### src/sv/gts_pkg.sv
// Shared types, character codes and classification functions of the token scanner.
package gts_pkg;

    localparam logic [2:0] MODE_IDLE   = 3'd0;
    localparam logic [2:0] MODE_INT    = 3'd1;
    localparam logic [2:0] MODE_FLOAT  = 3'd2;
    localparam logic [2:0] MODE_IDENT  = 3'd3;
    localparam logic [2:0] MODE_EQUALS = 3'd4;

    localparam logic [1:0] KIND_CHAR   = 2'd0;
    localparam logic [1:0] KIND_CLOSED = 2'd1;
    localparam logic [1:0] KIND_ERROR  = 2'd2;
    localparam logic [1:0] KIND_END    = 2'd3;

    localparam logic [2:0] CLASS_NONE  = 3'd0;
    localparam logic [2:0] CLASS_INT   = 3'd0;
    localparam logic [2:0] CLASS_FLOAT = 3'd1;
    localparam logic [2:0] CLASS_OPEN  = 3'd2;
    localparam logic [2:0] CLASS_CLOSE = 3'd3;
    localparam logic [2:0] CLASS_PROD  = 3'd4;
    localparam logic [2:0] CLASS_PUNCT = 3'd5;
    localparam logic [2:0] CLASS_IDENT = 3'd6;

    localparam logic [1:0] ERR_NONE    = 2'd0;
    localparam logic [1:0] ERR_INVALID = 2'd1;
    localparam logic [1:0] ERR_EQUALS  = 2'd2;

    localparam logic [7:0] CH_NUL    = 8'h00;
    localparam logic [7:0] CH_LF     = 8'h0A;
    localparam logic [7:0] CH_DOT    = 8'h2E;
    localparam logic [7:0] CH_GT     = 8'h3E;
    localparam logic [7:0] CH_EQ     = 8'h3D;
    localparam logic [7:0] CH_LPAREN = 8'h28;
    localparam logic [7:0] CH_RPAREN = 8'h29;
    localparam logic [7:0] CH_SEMI   = 8'h3B;

    localparam logic [15:0] LINE_RESET = 16'd1;
    localparam logic [15:0] LINE_MAX   = 16'hFFFF;

    typedef struct packed {
        logic [7:0] char_value;
        logic       end_of_input;
    } t_in_word;

    typedef struct packed {
        logic [1:0]  result_kind;
        logic [2:0]  token_class;
        logic [7:0]  out_char;
        logic        first_of_token;
        logic        closes_token;
        logic [1:0]  error_code;
        logic [15:0] line_number;
        logic        last_result;
    } t_out_word;

    typedef struct packed {
        t_out_word first_word;
        t_out_word second_word;
        logic      has_second;
    } t_entry;

    typedef struct packed {
        logic full;
        logic not_empty;
    } t_q_status;

    function automatic logic is_digit(input logic [7:0] c);
        return c inside {[8'h30:8'h39]};
    endfunction

    function automatic logic is_lower(input logic [7:0] c);
        return c inside {[8'h61:8'h7A]};
    endfunction

    function automatic logic is_space(input logic [7:0] c);
        return c inside {8'h20, [8'h09:8'h0D]};
    endfunction

    function automatic logic is_prod(input logic [7:0] c);
        return c inside {[8'h41:8'h5A], 8'h2B, 8'h2D, 8'h26, 8'h5C, 8'h2F, 8'h2A,
                         8'h5E, 8'h7C, 8'h7B, 8'h7D, 8'h21, 8'h5B, 8'h5D};
    endfunction

    function automatic logic is_punct(input logic [7:0] c);
        return c inside {CH_SEMI, 8'h3A, 8'h27, 8'h2C};
    endfunction

    function automatic t_out_word mk_word(input logic [1:0] kind, input logic [2:0] cls,
                                          input logic [7:0] ch, input logic first,
                                          input logic closes, input logic [1:0] err,
                                          input logic [15:0] line);
        t_out_word w;
        w.result_kind    = kind;
        w.token_class    = cls;
        w.out_char       = ch;
        w.first_of_token = first;
        w.closes_token   = closes;
        w.error_code     = err;
        w.line_number    = line;
        w.last_result    = 1'b0;
        return w;
    endfunction

endpackage

### src/sv/grammar_token_scanner_core.sv
// Top level of the token scanner: front end, entry queue and back end.
// A character's result entry is registered in the queue, then unpacked into the output register.
// Throughput: one character per cycle while the queue is not full; a character that gives
// two words holds the output port for both words, so the port sets the sustained rate for them.
// Reset: synchronous, active low; scan mode to idle, line count to one, queue and output
// register emptied.
module grammar_token_scanner_core #(
    parameter int QUEUE_DEPTH = 4
) (
    input  logic               i_clk,
    input  logic               i_rst_n,
    input  logic               i_in_valid,
    output logic               o_in_ready,
    input  gts_pkg::t_in_word  i_in_word,
    output logic               o_out_valid,
    input  logic               i_out_ready,
    output gts_pkg::t_out_word o_out_word
);
    import gts_pkg::*;

    logic      fire;
    logic      push;
    logic      pop;
    t_entry    push_entry;
    t_entry    head;
    t_q_status q_status;

    assign o_in_ready = !q_status.full;
    assign fire       = i_in_valid && o_in_ready;

    gts_front u_front (
        .i_clk   (i_clk),
        .i_rst_n (i_rst_n),
        .i_fire  (fire),
        .i_word  (i_in_word),
        .o_push  (push),
        .o_entry (push_entry)
    );

    gts_queue #(
        .DEPTH (QUEUE_DEPTH)
    ) u_queue (
        .i_clk    (i_clk),
        .i_rst_n  (i_rst_n),
        .i_push   (push),
        .i_entry  (push_entry),
        .i_pop    (pop),
        .o_head   (head),
        .o_status (q_status)
    );

    gts_back u_back (
        .i_clk       (i_clk),
        .i_rst_n     (i_rst_n),
        .i_head      (head),
        .i_status    (q_status),
        .o_pop       (pop),
        .o_out_valid (o_out_valid),
        .i_out_ready (i_out_ready),
        .o_out_word  (o_out_word)
    );

endmodule

### src/sv/gts_front.sv
// Front end: accepts characters, runs the scan state machine and builds result entries.
module gts_front (
    input  logic              i_clk,
    input  logic              i_rst_n,
    input  logic              i_fire,
    input  gts_pkg::t_in_word i_word,
    output logic              o_push,
    output gts_pkg::t_entry   o_entry
);
    import gts_pkg::*;

    logic [2:0]  r_mode, n_mode;
    logic [15:0] r_line, n_line;
    logic        r_fin, n_fin;

    logic [7:0]  c;
    t_out_word   idle_res;
    logic        idle_has;
    logic [2:0]  idle_mode;
    logic [15:0] idle_line;
    t_out_word   res0, res1;
    logic [1:0]  n_res;

    assign c = i_word.char_value;

    always_comb begin
        idle_res  = mk_word(KIND_ERROR, CLASS_NONE, c, 1'b0, 1'b0, ERR_INVALID, r_line);
        idle_has  = 1'b1;
        idle_mode = MODE_IDLE;
        idle_line = r_line;
        if (is_space(c)) begin
            idle_has = 1'b0;
            if (c == CH_LF && r_line != LINE_MAX) begin
                idle_line = r_line + 16'd1;
            end
        end else if (is_digit(c)) begin
            idle_res  = mk_word(KIND_CHAR, CLASS_INT, c, 1'b1, 1'b0, ERR_NONE, r_line);
            idle_mode = MODE_INT;
        end else if (is_lower(c)) begin
            idle_res  = mk_word(KIND_CHAR, CLASS_IDENT, c, 1'b1, 1'b0, ERR_NONE, r_line);
            idle_mode = MODE_IDENT;
        end else if (c == CH_LPAREN) begin
            idle_res = mk_word(KIND_CHAR, CLASS_OPEN, c, 1'b1, 1'b1, ERR_NONE, r_line);
        end else if (c == CH_RPAREN) begin
            idle_res = mk_word(KIND_CHAR, CLASS_CLOSE, c, 1'b1, 1'b1, ERR_NONE, r_line);
        end else if (is_prod(c)) begin
            idle_res = mk_word(KIND_CHAR, CLASS_PROD, c, 1'b1, 1'b1, ERR_NONE, r_line);
        end else if (is_punct(c)) begin
            idle_res = mk_word(KIND_CHAR, CLASS_PUNCT, c, 1'b1, 1'b1, ERR_NONE, r_line);
        end else if (c == CH_EQ) begin
            idle_res  = mk_word(KIND_CHAR, CLASS_PUNCT, c, 1'b1, 1'b0, ERR_NONE, r_line);
            idle_mode = MODE_EQUALS;
        end
    end

    always_comb begin
        n_mode = r_mode;
        n_line = r_line;
        n_fin  = r_fin;
        n_res  = 2'd0;
        res0   = mk_word(KIND_END, CLASS_NONE, CH_NUL, 1'b0, 1'b0, ERR_NONE, r_line);
        res1   = res0;
        if (r_fin) begin
            n_res = 2'd1;
        end else if (i_word.end_of_input) begin
            n_mode = MODE_IDLE;
            n_fin  = 1'b1;
            if (r_mode == MODE_IDLE) begin
                n_res = 2'd1;
            end else begin
                n_res = 2'd2;
                case (r_mode)
                    MODE_INT:    res0 = mk_word(KIND_CLOSED, CLASS_INT, CH_NUL, 1'b0, 1'b0,
                                                ERR_NONE, r_line);
                    MODE_FLOAT:  res0 = mk_word(KIND_CLOSED, CLASS_FLOAT, CH_NUL, 1'b0, 1'b0,
                                                ERR_NONE, r_line);
                    MODE_IDENT:  res0 = mk_word(KIND_CLOSED, CLASS_IDENT, CH_NUL, 1'b0, 1'b0,
                                                ERR_NONE, r_line);
                    default:     res0 = mk_word(KIND_ERROR, CLASS_NONE, CH_NUL, 1'b0, 1'b0,
                                                ERR_EQUALS, r_line);
                endcase
            end
        end else begin
            case (r_mode)
                MODE_INT, MODE_FLOAT, MODE_IDENT: begin
                    if ((r_mode != MODE_IDENT && is_digit(c))
                        || (r_mode == MODE_IDENT && is_lower(c))) begin
                        n_res = 2'd1;
                        res0  = mk_word(KIND_CHAR, (r_mode == MODE_INT) ? CLASS_INT :
                                        (r_mode == MODE_FLOAT) ? CLASS_FLOAT : CLASS_IDENT,
                                        c, 1'b0, 1'b0, ERR_NONE, r_line);
                    end else if (r_mode == MODE_INT && c == CH_DOT) begin
                        n_res  = 2'd1;
                        res0   = mk_word(KIND_CHAR, CLASS_FLOAT, c, 1'b0, 1'b0, ERR_NONE,
                                         r_line);
                        n_mode = MODE_FLOAT;
                    end else begin
                        res0   = mk_word(KIND_CLOSED, (r_mode == MODE_INT) ? CLASS_INT :
                                         (r_mode == MODE_FLOAT) ? CLASS_FLOAT : CLASS_IDENT,
                                         CH_NUL, 1'b0, 1'b0, ERR_NONE, r_line);
                        res1   = idle_res;
                        n_res  = idle_has ? 2'd2 : 2'd1;
                        n_mode = idle_mode;
                        n_line = idle_line;
                    end
                end
                MODE_EQUALS: begin
                    n_res  = 2'd1;
                    n_mode = MODE_IDLE;
                    if (c == CH_GT) begin
                        res0 = mk_word(KIND_CHAR, CLASS_PUNCT, c, 1'b0, 1'b1, ERR_NONE, r_line);
                    end else begin
                        res0 = mk_word(KIND_ERROR, CLASS_NONE, c, 1'b0, 1'b0, ERR_EQUALS,
                                       r_line);
                    end
                end
                default: begin
                    res0   = idle_res;
                    n_res  = idle_has ? 2'd1 : 2'd0;
                    n_mode = idle_mode;
                    n_line = idle_line;
                end
            endcase
        end
        if (n_res == 2'd2) begin
            res1.last_result = 1'b1;
        end else begin
            res0.last_result = 1'b1;
        end
    end

    assign o_push              = i_fire && (n_res != 2'd0);
    assign o_entry.first_word  = res0;
    assign o_entry.second_word = res1;
    assign o_entry.has_second  = (n_res == 2'd2);

    always_ff @(posedge i_clk) begin
        if (!i_rst_n) begin
            r_mode <= MODE_IDLE;
            r_line <= LINE_RESET;
            r_fin  <= 1'b0;
        end else if (i_fire) begin
            r_mode <= n_mode;
            r_line <= n_line;
            r_fin  <= n_fin;
        end
    end

endmodule

### src/sv/gts_queue.sv
// Short queue of result entries between the front end and the back end.
module gts_queue #(
    parameter int DEPTH = 4
) (
    input  logic                i_clk,
    input  logic                i_rst_n,
    input  logic                i_push,
    input  gts_pkg::t_entry     i_entry,
    input  logic                i_pop,
    output gts_pkg::t_entry     o_head,
    output gts_pkg::t_q_status  o_status
);
    import gts_pkg::*;

    localparam int PTR_W = $clog2(DEPTH);
    localparam int CNT_W = $clog2(DEPTH + 1);

    t_entry             r_mem [DEPTH];
    logic [PTR_W-1:0]   r_wr, n_wr;
    logic [PTR_W-1:0]   r_rd, n_rd;
    logic [CNT_W-1:0]   r_cnt, n_cnt;

    always_comb begin
        n_wr  = r_wr;
        n_rd  = r_rd;
        n_cnt = r_cnt;
        if (i_push) begin
            n_wr = (r_wr == PTR_W'(DEPTH - 1)) ? '0 : r_wr + 1'b1;
        end
        if (i_pop) begin
            n_rd = (r_rd == PTR_W'(DEPTH - 1)) ? '0 : r_rd + 1'b1;
        end
        if (i_push && !i_pop) begin
            n_cnt = r_cnt + 1'b1;
        end else if (!i_push && i_pop) begin
            n_cnt = r_cnt - 1'b1;
        end
    end

    assign o_head             = r_mem[r_rd];
    assign o_status.full      = (r_cnt == CNT_W'(DEPTH));
    assign o_status.not_empty = (r_cnt != '0);

    always_ff @(posedge i_clk) begin
        if (i_push) begin
            r_mem[r_wr] <= i_entry;
        end
    end

    always_ff @(posedge i_clk) begin
        if (!i_rst_n) begin
            r_wr  <= '0;
            r_rd  <= '0;
            r_cnt <= '0;
        end else begin
            r_wr  <= n_wr;
            r_rd  <= n_rd;
            r_cnt <= n_cnt;
        end
    end

endmodule

### src/sv/gts_back.sv
// Back end: unpacks queued entries into single result words on the output register.
module gts_back (
    input  logic                i_clk,
    input  logic                i_rst_n,
    input  gts_pkg::t_entry     i_head,
    input  gts_pkg::t_q_status  i_status,
    output logic                o_pop,
    output logic                o_out_valid,
    input  logic                i_out_ready,
    output gts_pkg::t_out_word  o_out_word
);
    import gts_pkg::*;

    logic      r_valid, n_valid;
    logic      r_phase, n_phase;
    t_out_word r_word, n_word;

    always_comb begin
        n_valid = r_valid && !i_out_ready;
        n_phase = r_phase;
        n_word  = r_word;
        o_pop   = 1'b0;
        if ((!r_valid || i_out_ready) && i_status.not_empty) begin
            n_valid = 1'b1;
            if (r_phase) begin
                n_word  = i_head.second_word;
                n_phase = 1'b0;
                o_pop   = 1'b1;
            end else begin
                n_word = i_head.first_word;
                if (i_head.has_second) begin
                    n_phase = 1'b1;
                end else begin
                    o_pop = 1'b1;
                end
            end
        end
    end

    always_ff @(posedge i_clk) begin
        if (!i_rst_n) begin
            r_valid <= 1'b0;
            r_phase <= 1'b0;
        end else begin
            r_valid <= n_valid;
            r_phase <= n_phase;
        end
    end

    always_ff @(posedge i_clk) begin
        r_word <= n_word;
    end

    assign o_out_valid = r_valid;
    assign o_out_word  = r_word;

endmodule

### config.mk
export PLATFORM = sky130hd
export DESIGN_NAME = grammar_token_scanner_core
export DESIGN_NICKNAME = d
export VERILOG_FILES = /design/src/sv/gts_pkg.sv /design/src/sv/grammar_token_scanner_core.sv /design/src/sv/gts_front.sv /design/src/sv/gts_queue.sv /design/src/sv/gts_back.sv
export SDC_FILE = /design/constraint.sdc
export NUM_CORES = 1
export LEC_CHECK = 0
export BUFFER_PORTS_ARGS = -buffer_cell sky130_fd_sc_hd__buf_2
export CORE_MARGIN = 3
export CORE_UTILIZATION = 60
export DETAILED_ROUTE_END_ITERATION = 6
export PLACE_DENSITY_LB_ADDON = 0.15
export SLEW_MARGIN = 20
export SYNTH_ARGS = -nofsm -noshare
export SYNTH_HDL_FRONTEND = slang
export SYNTH_SLANG_ARGS = --single-unit
### constraint.sdc
create_clock -name i_clk -period 7.1 [get_ports i_clk]
set_clock_uncertainty 0.1 [all_clocks]
set_input_delay 0.71 -clock i_clk [delete_from_list [all_inputs] [get_ports i_clk]]
set_output_delay 0.71 -clock i_clk [all_outputs]
set_load 0.02 [all_outputs]
==> results of run 1 <==
registers in the layout, indices dropped and copies added (netlist names), named ones only:
register	cells
u_queue.r_rd	2
u_back.r_phase	1
u_back.o_out_word	34
u_queue.r_cnt	3
u_back.o_out_valid	1
u_queue.r_wr	2
u_front.r_line	16
u_front.r_fin	1
u_queue.r_mem	204
u_front.r_mode	3
layout by cell type, fill, tap and decap left out, types with 8 or more instances in the layout:
master | Yosys | layout
o31ai_1 | 8 | 8
nand3_1 | 8 | 8
and2_1 | 20 | 16
a21oi_1 | 23 | 22
nand2_1 | 73 | 73
inv_1 | 14 | 14
edfxtp_1 | 238 | 238
dfxtp_1 | 31 | 29
mux4_2 | 51 | 51
or4_1 | 13 | 13
clkbuf_16 | 0 | 27
nor2_1 | 36 | 36
nor3_1 | 12 | 12
o21ai_0 | 9 | 9
buf_2 | 8 | 48
cells by family (layout without fill, tap and decap cells):
family,after synthesis,in the layout,synth area share
flip-flops,269,269,0.705
AND/OR/NAND/NOR,207,207,0.101
AO/OA/AOI/OAI,71,71,0.0443
multiplexers,57,57,0.110
buffers and inverters,49,121,0.0206
XOR/XNOR,10,10,0.00864
adder cells (fa/ha/maj),8,8,0.00977
routing by layer:
layer  vias to the layer above  GRT usage  part of all wire
li1                       2732          -                 -
met2                       212      0.378              0.50
met5                         -          0                 0
met3                        33     0.0357             0.052
met1                      3066      0.313              0.42
met4                         0     0.0626             0.020
worst max-delay path by stage:
stage | to | slack (ns) | cells past startpoint | from
after floorplan | u_queue.r_cnt[2]$_SDFFE_PN0P_ | 2.97 | 10 | i_out_ready
after global placement | u_queue.r_mem[0][39]$_DFFE_PP_ | 3.54 | 7 | i_in_word[5]
after detailed placement | u_queue.r_mem[0][38]$_DFFE_PP_ | 3.49 | 7 | i_in_word[5]
after CTS | u_queue.r_cnt[2]$_SDFFE_PN0P_ | 3.63 | 9 | flip-flop
after global routing | u_queue.r_cnt[2]$_SDFFE_PN0P_ | 3.55 | 9 | u_back.r_phase$_SDFFE_PN0P_
final | u_queue.r_cnt[2]$_SDFFE_PN0P_ | 3.74 | 9 | u_back.r_phase$_SDFFE_PN0P_
metrics by stage:
step	power, mW	util	instances
floorplan	2.88	-	671
global placement	3.15	0.648	917
detailed placement	3.19	0.648	917
CTS	4.58	0.697	967
global route	4.76	0.699	968
finish	4.55	0.699	968
synth_stat cells, drive strengths merged, types with 3 or more instances:
cell,n,area [um^2]
dfxtp,31,621
xor2,6,60.1
ha,7,87.6
o31ai,9,72.6
inv,15,56.3
nand3,9,57.6
nor3,15,96.4
and3,3,18.8
and2,20,125
o211ai,4,30.0
xnor2,4,35.0
nand4,6,37.5
clkbuf,20,76.3
a21oi,26,149
edfxtp,238,7150
a31oi,3,18.8
buf,13,90.1
mux4,51,1150
or3,6,37.5
or4,13,97.6
o21ai,10,50.0
nor2,37,141
nand2,73,274
mux2i,5,50.1
nor4,3,48.8
nand3b,3,22.5
worst max-delay path, delay by kind of cell, from the launching register on:
| kind | cells | cell delay, ns |
|---|---|---|
| AOI/OAI and AO/OA | 2 | 0.63 |
| and+or+nand+nor | 1 | 0.32 |
| DFF | 1 | 0.89 |
| xor gates and xnor gates | 1 | 0.08 |
| adders and majority gates | 2 | 0.41 |
| buffers and inverters | 3 | 0.85 |
power by group through the flow:
stage | sequential, mW | clock (mW) | combinational [mW]
3_5_place_dp | 2.22 | 0 | 0.966
5_1_grt | 2.16 | 1.49 | 1.12
2_1_floorplan | 2.25 | 0 | 0.629
6_report | 2.13 | 1.40 | 1.03
4_1_cts | 2.19 | 1.42 | 0.972
3_3_place_gp | 2.21 | 0 | 0.944
final cells by class:
type,instances,area share
Multi-Input combinational cell,353,0.246
Clock buffer,31,0.0560
Timing Repair Buffer,55,0.0253
Tap cell,225,0.0228
Inverter,16,0.00487
Sequential cell,269,0.630
Clock inverter,19,0.0154
==> results.txt, run 1 <==
status = finished clean
cell chain of the critical path = inv_1 > a21boi_0 > inv_1 > ha_1 > inv_1 > fa_1 > xor2_1 > or3_1 > a21oi_1
initial antenna violation count = 0
period utilisation layout = 0.473
layout overhead on the synthesized area = 12.1%
Syn Area/Cell = 16.4 um^2
Cells after Synth = 671
Clock Path Buffers = 3
Hold Path Cell Cnt = 2
Sequential Power Share = 0.467
layout cells sized above 1 = 0.237
Sw Pwr = 1.29 mW
worst slew pin tran = 0.904 ns
Worst R2R Path Depth = 9
HP Class = in -> reg
Critical Path RT = 7.43 ns
CTS tree = yes
total iterations of the first detailed-routing run = 5
total CTS buffers = 27
Final Cell Area = 0.0123 mm^2
pre-CTS setup slack = 3.49 ns
slack of the critical path = 3.74 ns
slowest cell on the critical path = dfxtp_1
fin. max-slew vios = 0
Pint = 3.26 mW
grt total ovfl = 0
HPWL after DPL = 13.3 mm
Max-Cap Viols = 0
largest net degree at the start of global routing = 52
total negative slack = 0 ns
maximum fanout along the worst path = 20
syn nets = 692
ys async rst share = 0
post-CTS sizing = 0
register area = 0.00777 mm^2
Die Height = 141 um
hold-fix buffers at CTS = 0
crit path launch type = flip-flop
Fillers = 1,152
later-pin clock latency in the skew report = 0.53 ns
P_leak = 4.04 nW
clk sink count = 269
cell area after synthesis = 0.0110 mm^2
Max H-tree Level = 1
Synth Register Bits = 269
Top cell by count, worst path = inv_1
CTS clk-pin slew, worst paths = 0.06 ns
GPL Wtd Cong = 0.869
CP Class = reg -> reg
Post-synth top flop = edfxtp_1
Placement Cell Area = 0.0114 mm^2
Cell Rows = 48
Placeable Area = 0.0177 mm^2
hold worst-path end = u_front.r_line[0]$_SDFFE_PN1P_
Post-DRT Antenna Nets = 0
WL per Instance = 22.6 um
number of flops mapped to enable cells by yosys = 238
number of antenna diodes = 0
FMAX = 298 MHz
Comb pwr share = 0.226
initial DRC count = 596
first-pass GRT wire length = 35.0 mm
Crit. End Element = flip-flop
Yosys cell types = 72
Rel. slew slack = 0.390
final hold viol count = 0
total track usage = 0.225
Port-buffer cells = 48
HP Start = i_rst_n
Slowest Stage Delay on Critical Path = 0.89 ns
full die area = 0.0200 mm^2
critical register-to-register path startpoint = u_back.r_phase$_SDFFE_PN0P_
footprint of the multi-input gates = 0.00303 mm^2
postcts setup bufs = 0
Peak VDD IR = 0.484 mV
CTS root buf = clkbuf_16
final net count = 743
vias = 6,043
clock share of power = 0.307
Net Sw Frac = 0.284
synth warn = 0
CP Data Arrival Time = 3.69 ns
vias in the first global route = 6,320
Setup-failing EPs final = 0
pwr dens = 369 mW/mm^2
register area share after synthesis = 0.705
Initial Utilization = 0.624
DRC viols = 0
Total Wirelength = 21.9 mm
RSZ-0062 raised after global routing = no
final hold slack = 0.333 ns
R2R Setup Slk = 3.74 ns
post-DR vias/cell = 6.24
Ports = 49
reg2reg end = u_queue.r_cnt[2]$_SDFFE_PN0P_
Die Span X = 141 um
post-layout min period = 3.36 ns
No activity file was read; power rests on OpenSTA's default activity.
==> run 2: changes to the inputs <==
--- a/config.mk
+++ b/config.mk
@@ -5,9 +5,10 @@
 export SDC_FILE = /design/constraint.sdc
 export NUM_CORES = 1
 export LEC_CHECK = 0
+export ABC_AREA = 1
 export BUFFER_PORTS_ARGS = -buffer_cell sky130_fd_sc_hd__buf_2
 export CORE_MARGIN = 3
-export CORE_UTILIZATION = 60
+export CORE_UTILIZATION = 55
 export DETAILED_ROUTE_END_ITERATION = 6
 export PLACE_DENSITY_LB_ADDON = 0.15
 export SLEW_MARGIN = 20
==> constraint.sdc (replaced) <==
create_clock -name i_clk -period 2.94 [get_ports i_clk]
set_clock_uncertainty 0.1 [all_clocks]
set_input_delay 0.294 -clock i_clk [delete_from_list [all_inputs] [get_ports i_clk]]
set_output_delay 0.294 -clock i_clk [all_outputs]
set_load 0.02 [all_outputs]
==> results.txt, run 2 <==
status = finished clean
Ports = 49 (unchanged)
Total Wirelength = 24.3 mm (+11%)
CTS root buf = clkbuf_16
cell chain of the critical path = nor2_2 > nand2_1 > inv_2 > nor2_4 > inv_1 > nor2_2 > nand4_2 > nand2_1 > inv_1 > ha_1 > inv_1 > fa_1 > o21ai_0 > a21oi_1
CP Class = reg -> reg
Final Cell Area = 0.0129 mm^2 (+4.2%)
layout overhead on the synthesized area = 13.7%
vias = 7,606 (+26%)
CTS clk-pin slew, worst paths = 0.06 ns (about the same)
crit path launch type = flip-flop
Peak VDD IR = 0.831 mV (+72%)
most frequent cells in the layout = 238 x edfxtp_1, 212 x nor2_1, 116 x o21ai_0
total CTS buffers = 28 (+3.7%)
syn nets = 1,032 (+49%)
final hold slack = 0.0244 ns (-0.309 ns)
worst slew pin tran = 0.665 ns (-0.239 ns)
RSZ-0062 raised after global routing = no
later-pin clock latency in the skew report = 0.54 ns (about the same)
slowest cell on the critical path = dfxtp_1
CP Data Arrival Time = 2.97 ns (-0.72 ns)
Critical Path RT = 3.26 ns (-4.17 ns)
Biggest register = u_queue.r_mem
Post-synth top cells = 238 x edfxtp_1, 218 x nor2_1, 116 x o21ai_0
clk sink count = 269 (unchanged)
HPWL after DPL = 14.6 mm (+10%)
slack of the critical path = 0.296 ns (-3.44 ns)
max FFs per register = 204 (unchanged)
GPL Wtd Cong = 0.946 (+8.8%)
Hold Path Cell Cnt = 3 (+1)
commonest non-fill, non-tap cell in the layout = edfxtp_1
Syn Area/Cell = 11.2 um^2 (-32%)
post-DR vias/cell = 5.64 (-9.7%)
Placement Cell Area = 0.0119 mm^2 (+4.4%)
hold-fix buffers at CTS = 0 (unchanged)
placed insts = 1,298 (+42%)
total iterations of the first detailed-routing run = 5 (unchanged)
R2R Setup Slk = 0.30 ns (-3.44 ns)
Max H-tree Level = 1 (unchanged)
Synth Register Bits = 269 (unchanged)
Post-synth top flop = edfxtp_1
Worst R2R Path Depth = 14 (+5)
worst path buffer plus inverter count = 4 (+1)
maximum fanout along the worst path = 8 (-60%)
total track usage = 0.218 (-0.00768)
post-CTS sizing = 0 (unchanged)
total negative slack = 0 ns (unchanged)
Placeable Area = 0.0198 mm^2 (+12%)
initial DRC count = 593 (-0.50%)
critical register-to-register path startpoint = u_front.r_mode[1]$_SDFFE_PN0P_
WL per Instance = 18.0 um (-20%)
Setup-failing EPs final = 0 (unchanged)
pwr dens = 933 mW/mm^2 (+150%)
Yosys top cell by area = edfxtp_1
Final Power = 12.0 mW (+160%)
HP Start = i_in_valid
initial antenna violation count = 0 (unchanged)
post-layout min period = 2.64 ns (-0.716 ns)
fin. max-slew vios = 0 (unchanged)
grt total ovfl = 0 (unchanged)
reg2reg end = u_queue.r_cnt[1]$_SDFFE_PN0P_
P_leak = 4.81 nW (+19%)
hold worst-path end = u_front.r_fin$_SDFFE_PN0P_
Clock Path Buffers = 3 (unchanged)
Cells after Synth = 1,011 (+51%)
CTS tree = yes
final net count = 1,084 (+46%)
Yosys cell types = 43 (-40%)
CP top delay family = simple AND/OR/NAND/NOR gates
number of antenna diodes = 0 (unchanged)
Initial Utilization = 0.570 (-0.0536)
synth warn = 0 (unchanged)
period utilisation layout = 0.899 (+0.426)
Port-buffer cells = 48 (unchanged)
final hold viol count = 0 (unchanged)
Slowest Stage Delay on Critical Path = 0.41 ns (-0.48 ns)
Die Span X = 149 um (+5.6%)
number of non-filler instances in the completed layout = 1,349 (+39%)
DRC viols = 0 (unchanged)
cell area after synthesis = 0.0113 mm^2 (+2.7%)
HP Class = in -> reg
count leader, synth = edfxtp_1
Top cell by count, worst path = inv_1
register area share after synthesis = 0.687 (-0.0188)
Post-DRT Antenna Nets = 0 (unchanged)
layout cells sized above 1 = 0.149 (-0.0884)
FMAX = 378 MHz (+27%)
pre-CTS setup slack = 0.190 ns (-3.30 ns)
first-pass GRT wire length = 37.7 mm (+7.5%)
ys async rst share = 0 (unchanged)
Max-Cap Viols = 0 (unchanged)
top-area cell type share of the netlist area = 0.632 (-0.0173)
vias in the first global route = 6,919 (+9.5%)
Cell Rows = 51 (+6.3%)
final core utilization = 0.648 (-0.0508)
Rel. slew slack = 0.557 (+0.167)
full die area = 0.0223 mm^2 (+12%)
Crit. End Element = flip-flop
largest cells by area after synthesis = edfxtp_1 63%, nor2_1 7.2%, dfxtp_1 5.5%, o21ai_0 5.1%, nand2_1 2.8%
postcts setup bufs = 0 (unchanged)
number of flops mapped to enable cells by yosys = 238 (unchanged)
largest net degree at the start of global routing = 63 (+21%)
Die Height = 149 um (+5.6%)
run 2: cell types whose count changed after synthesis, sizes merged, moves of 18 or more:
cell   before  now
mux4       51    0
nor2       37  230
and2       20    0
nand3       9   40
o21ai      10  121
o22ai       1   34
nand2      73   92
inv        15   76
a31oi       3   21
run 2: worst max-delay path by stage:
| stage | start | endpoint | cells past startpoint | slack [ns] |
|---|---|---|---|---|
| global route | u_front.r_mode[1]$_SDFFE_PN0P_ | u_queue.r_cnt[2]$_SDFFE_PN0P_ | 17 | 0.02 |
| detailed placement | i_in_word[6] | u_queue.r_cnt[1]$_SDFFE_PN0P_ | 16 | 0.19 |
| global placement | i_in_word[5] | u_queue.r_cnt[1]$_SDFFE_PN0P_ | 16 | 0.26 |
| floorplan | i_in_word[2] | u_queue.r_mem[0][18]$_DFFE_PP_ | 10 | -0.24 |
| CTS | u_front.r_mode[1]$_SDFFE_PN0P_ | u_queue.r_cnt[1]$_SDFFE_PN0P_ | 13 | 0.24 |
| finish | u_front.r_mode[1]$_SDFFE_PN0P_ | u_queue.r_cnt[1]$_SDFFE_PN0P_ | 14 | 0.30 |
run 2: area by class of cell:
cell class	instances	area, um^2
Tap cell	265	332
Timing Repair Buffer	64	410
Multi-Input combinational cell	619	3120
Fill cell	1541	6980
Sequential cell	269	7770
Clock inverter	18	185
Inverter	81	305
Clock buffer	33	739
run 2: kinds of logic after synthesis:
logic type	count (synthesis)	synth area share
buf+inv	123	0.0420
compound gates	206	0.101
xor+xnor	7	0.00542
simple gates	398	0.156
fa+ha+maj	8	0.00951
flops	269	0.687
run 2: tightest hold or removal path: stages:
cell	delay [ns]
buf_2	0.09
nand2_1	0.13
a211oi_1	0.09
run 2: layer usage:
metal | global-route usage | vias up | part of all wire | wire (um)
met5 | 0 | - | 0 | 0
met4 | 0.0522 | 0 | 0.016 | 388
met3 | 0.0288 | 30 | 0.066 | 1610
met2 | 0.337 | 249 | 0.45 | 11000
met1 | 0.333 | 3657 | 0.47 | 11300
li1 | - | 3670 | - | -
run 2: power breakdown:
| part | total [mW] | switching (mW) | internal, mW |
|---|---|---|---|
| logic | 3.38 | 2.40 | 0.978 |
| registers | 5.15 | 0.170 | 4.98 |
| clock network | 3.46 | 1.40 | 2.06 |
==> run 3: changes to the inputs <==
--- a/config.mk
+++ b/config.mk
@@ -8,10 +8,11 @@
 export ABC_AREA = 1
 export BUFFER_PORTS_ARGS = -buffer_cell sky130_fd_sc_hd__buf_2
 export CORE_MARGIN = 3
-export CORE_UTILIZATION = 55
+export CORE_UTILIZATION = 57
 export DETAILED_ROUTE_END_ITERATION = 6
-export PLACE_DENSITY_LB_ADDON = 0.15
+export PLACE_DENSITY_LB_ADDON = 0.08
 export SLEW_MARGIN = 20
 export SYNTH_ARGS = -nofsm -noshare
 export SYNTH_HDL_FRONTEND = slang
+export SYNTH_HIERARCHICAL = 1
 export SYNTH_SLANG_ARGS = --single-unit
==> results.txt, run 3 <==
Cells after Synth = 1,250 (+24%)
commonest non-fill, non-tap cell in the layout = edfxtp_1
first-pass GRT wire length = 47.7 mm (+27%)
cell chain of the critical path = inv_1 > nor3_1 > nand3_1 > nand2_1 > inv_1 > nand2_1 > nand3_1 > nand3_1 > nor2_1 > nor2_1 > ha_1 > inv_1 > fa_1 > inv_1 > nand2_1 > nand3_1 > nand2_1 > inv_1 > nor2_1
Cell Rows = 57 (+12%)
Setup-failing EPs final = 0 (unchanged)
total CTS buffers = 35 (+25%)
post-CTS sizing = 0 (unchanged)
fin. max-slew vios = 0 (unchanged)
Total Wirelength = 30.1 mm (+24%)
pre-CTS setup slack = 0.139 ns (-0.0502 ns)
Max-Cap Viols = 0 (unchanged)
max FFs per register = 276 (+35%)
largest cells by area after synthesis = edfxtp_1 65%, nor2_1 5.6%, nand2_1 5.2%, dfxtp_1 4.3%, o21ai_0 3.5%
Crit. End Element = flip-flop
WL per Instance = 18.4 um (+2.4%)
number of antenna diodes = 0 (unchanged)
Synth Area in Compound Gates = 0.0993 (-0.00125)
Die Span X = 165 um (+10%)
Biggest register = u_queue/r_mem
crit path launch type = flip-flop
worst slew pin tran = 0.858 ns (+0.193 ns)
initial antenna violation count = 0 (unchanged)
Port-buffer cells = 48 (unchanged)
count leader, synth = edfxtp_1
initial DRC count = 789 (+33%)
post-layout min period = 2.55 ns (-0.0916 ns)
main combinational cell family by area after synthesis = simple AND/OR/NAND/NOR gates
Critical Path RT = 3.24 ns (-0.02 ns)
top-area cell type share of the netlist area = 0.648 (+0.0163)
placed insts = 1,569 (+21%)
Top Layer Used = met4
wire length on met3 = 1.92 mm (+20%)
total track usage = 0.228 (+0.0103)
Post-synth top cells = 310 x edfxtp_1, 213 x nor2_1, 200 x nand2_1
RSZ-0062 raised after global routing = no
post-synthesis adder-cell area fraction = 0.00749 (-0.00202)
CP Class = reg -> reg
Die Height = 165 um (+10%)
clk sink count = 341 (+27%)
syn nets = 1,271 (+23%)
layout overhead on the synthesized area = 10.5%
final net count = 1,303 (+20%)
Top cell by count, worst path = inv_1
full die area = 0.0271 mm^2 (+22%)
DRC viols = 0 (unchanged)
ys async rst share = 0 (unchanged)
most frequent cells in the layout = 310 x edfxtp_1, 212 x nor2_1, 200 x nand2_1
Max H-tree Level = 2 (+1)
Syn Area/Cell = 11.5 um^2 (+2.7%)
cell area after synthesis = 0.0144 mm^2 (+27%)
simple-gate area share of the yosys netlist = 0.142 (-0.0140)
CTS clk-pin slew, worst paths = 0.06 ns (about the same)
grt total ovfl = 0 (unchanged)
register area share after synthesis = 0.691 (+0.00460)
final hold viol count = 0 (unchanged)
Rel. slew slack = 0.428 (-0.129)
Yosys top cell by area = edfxtp_1
HP Class = in -> reg
Ports = 49 (unchanged)
P_leak = 5.84 nW (+22%)
Synth Register Bits = 341 (+27%)
later-pin clock latency in the skew report = 0.51 ns (-0.03 ns)
Initial Utilization = 0.586 (+0.0155)
layout cells sized above 1 = 0.123 (-0.0252)
pwr dens = 894 mW/mm^2 (-4.2%)
Slowest Stage Delay on Critical Path = 0.39 ns (-0.02 ns)
Final Power = 14.2 mW (+18%)
Peak VDD IR = 0.816 mV (-1.7%)
maximum fanout along the worst path = 5 (-3)
Post-Synth XOR/XNOR Area = 0.000610 (-0.00481)
synth warn = 6 (+6)
hold-fix buffers at CTS = 0 (unchanged)
vias = 9,289 (+22%)
GPL Wtd Cong = 0.872 (-7.8%)
CP Data Arrival Time = 2.85 ns (-0.12 ns)
Placeable Area = 0.0245 mm^2 (+24%)
multiplexer share of the synthesized area = 0 (unchanged)
Fillers = 1,933 (+25%)
period utilisation layout = 0.868 (-0.0311)
postcts setup bufs = 0 (unchanged)
post-DR vias/cell = 5.70 (+1.1%)
Met1 Wirelength = 13.9 mm (+23%)
CTS tree = yes
number of flops mapped to enable cells by yosys = 310 (+30%)
number of non-filler instances in the completed layout = 1,630 (+21%)
slack of the critical path = 0.387 ns (+0.0916 ns)
vias in the first global route = 8,832 (+28%)
FMAX = 392 MHz (+3.6%)
status = finished clean
met2 routed WL = 13.7 mm (+25%)
CTS root buf = clkbuf_16
Yosys cell types = 44 (+2.3%)
Post-DRT Antenna Nets = 0 (unchanged)
Post-synth top flop = edfxtp_1
Clock Path Buffers = 3 (unchanged)
final hold slack = 0.0425 ns (+0.0181 ns)
largest net degree at the start of global routing = 125 (+98%)
HPWL after DPL = 17.4 mm (+19%)
total negative slack = 0 ns (unchanged)
total iterations of the first detailed-routing run = 6 (+1)
slowest cell on the critical path = dfxtp_1
-- run 3: changes by cell type in the layout (fill, tap and decap cells not counted), sizes merged, moves of 4 or more --
| cell | previous run | this run |
|---|---|---|
| o21ai | 121 | 155 |
| edfxtp | 238 | 310 |
| clkbuf | 33 | 47 |
| nand2 | 92 | 206 |
| clkinv | 16 | 11 |
| buf | 64 | 71 |
| nand4 | 18 | 9 |
| nor2 | 230 | 222 |
| nor3 | 14 | 10 |
| inv | 77 | 73 |
| a31oi | 21 | 6 |
| o22ai | 34 | 69 |
| xor2 | 6 | 1 |
-- run 3: cell families after synthesis --
kind of cell	Yosys count
and+or+nand+nor	487
DFF	341
AOI/OAI and AO/OA	259
buffers and inverters	153
adders and majority gates	8
xor gates and xnor gates	1
other	1
-- run 3: path summary, 6_finish.rpt --
| path | depth (start not counted) | to | slack [ns] | start |
|---|---|---|---|---|
| max | 19 | u_queue/r_cnt[2]$_SDFFE_PN0P_ | 0.39 | u_front/r_mode[0]$_SDFFE_PN0P_ |
| max reg2reg | 19 | u_queue/r_cnt[2]$_SDFFE_PN0P_ | 0.39 | u_front/r_mode[0]$_SDFFE_PN0P_ |
| min | 4 | u_back/o_out_valid$_SDFF_PN0_ | 0.04 | i_out_ready |
| min reg2reg | 2 | u_front/r_mode[1]$_SDFFE_PN0P_ | 0.43 | u_front/r_mode[1]$_SDFFE_PN0P_ |
-- run 3: worst max-delay path, delay by kind of cell, from the launching register on --
family,cells,cell delay (ns)
AND/OR/NAND/NOR,12,1.09
flip-flops,1,0.39
adder cells (fa/ha/maj),2,0.59
buffers and inverters,5,0.30
-- run 3: layout make-up --
class                      count  area, um^2  area share
sequential                   341        9940       0.626
clock buffer                  47         971      0.0612
tap                          324         405      0.0255
timing repair buffer          71         529      0.0333
inverter                      77         319      0.0201
multi-input combinational    756        3590       0.226
clock inverter                14         123     0.00773
-- run 3: through the flow --
| step | util | cell area, um^2 |
|---|---|---|
| after floorplan | - | 14400 |
| after global placement | 0.602 | 14800 |
| after detailed placement | 0.602 | 14800 |
| after CTS | 0.647 | 15900 |
| after global routing | 0.647 | 15900 |
| final | 0.647 | 15900 |
-- run 3: per-layer routing --
| metal | vias to the layer above | global-route usage |
|---|---|---|
| met5 | - | 0 |
| met1 | 4512 | 0.349 |
| li1 | 4445 | - |
| met2 | 285 | 0.352 |
| met4 | 0 | 0.0511 |
| met3 | 47 | 0.0326 |
-- run 3: where the power goes --
group	leakage (nW)	internal (mW)	total [mW]	switching (mW)
Clock	0.534	2.49	4.21	1.72
Sequential	3.09	6.25	6.48	0.225
Combinational	2.23	1.01	3.50	2.48
Total	5.84	9.75	14.2	4.43
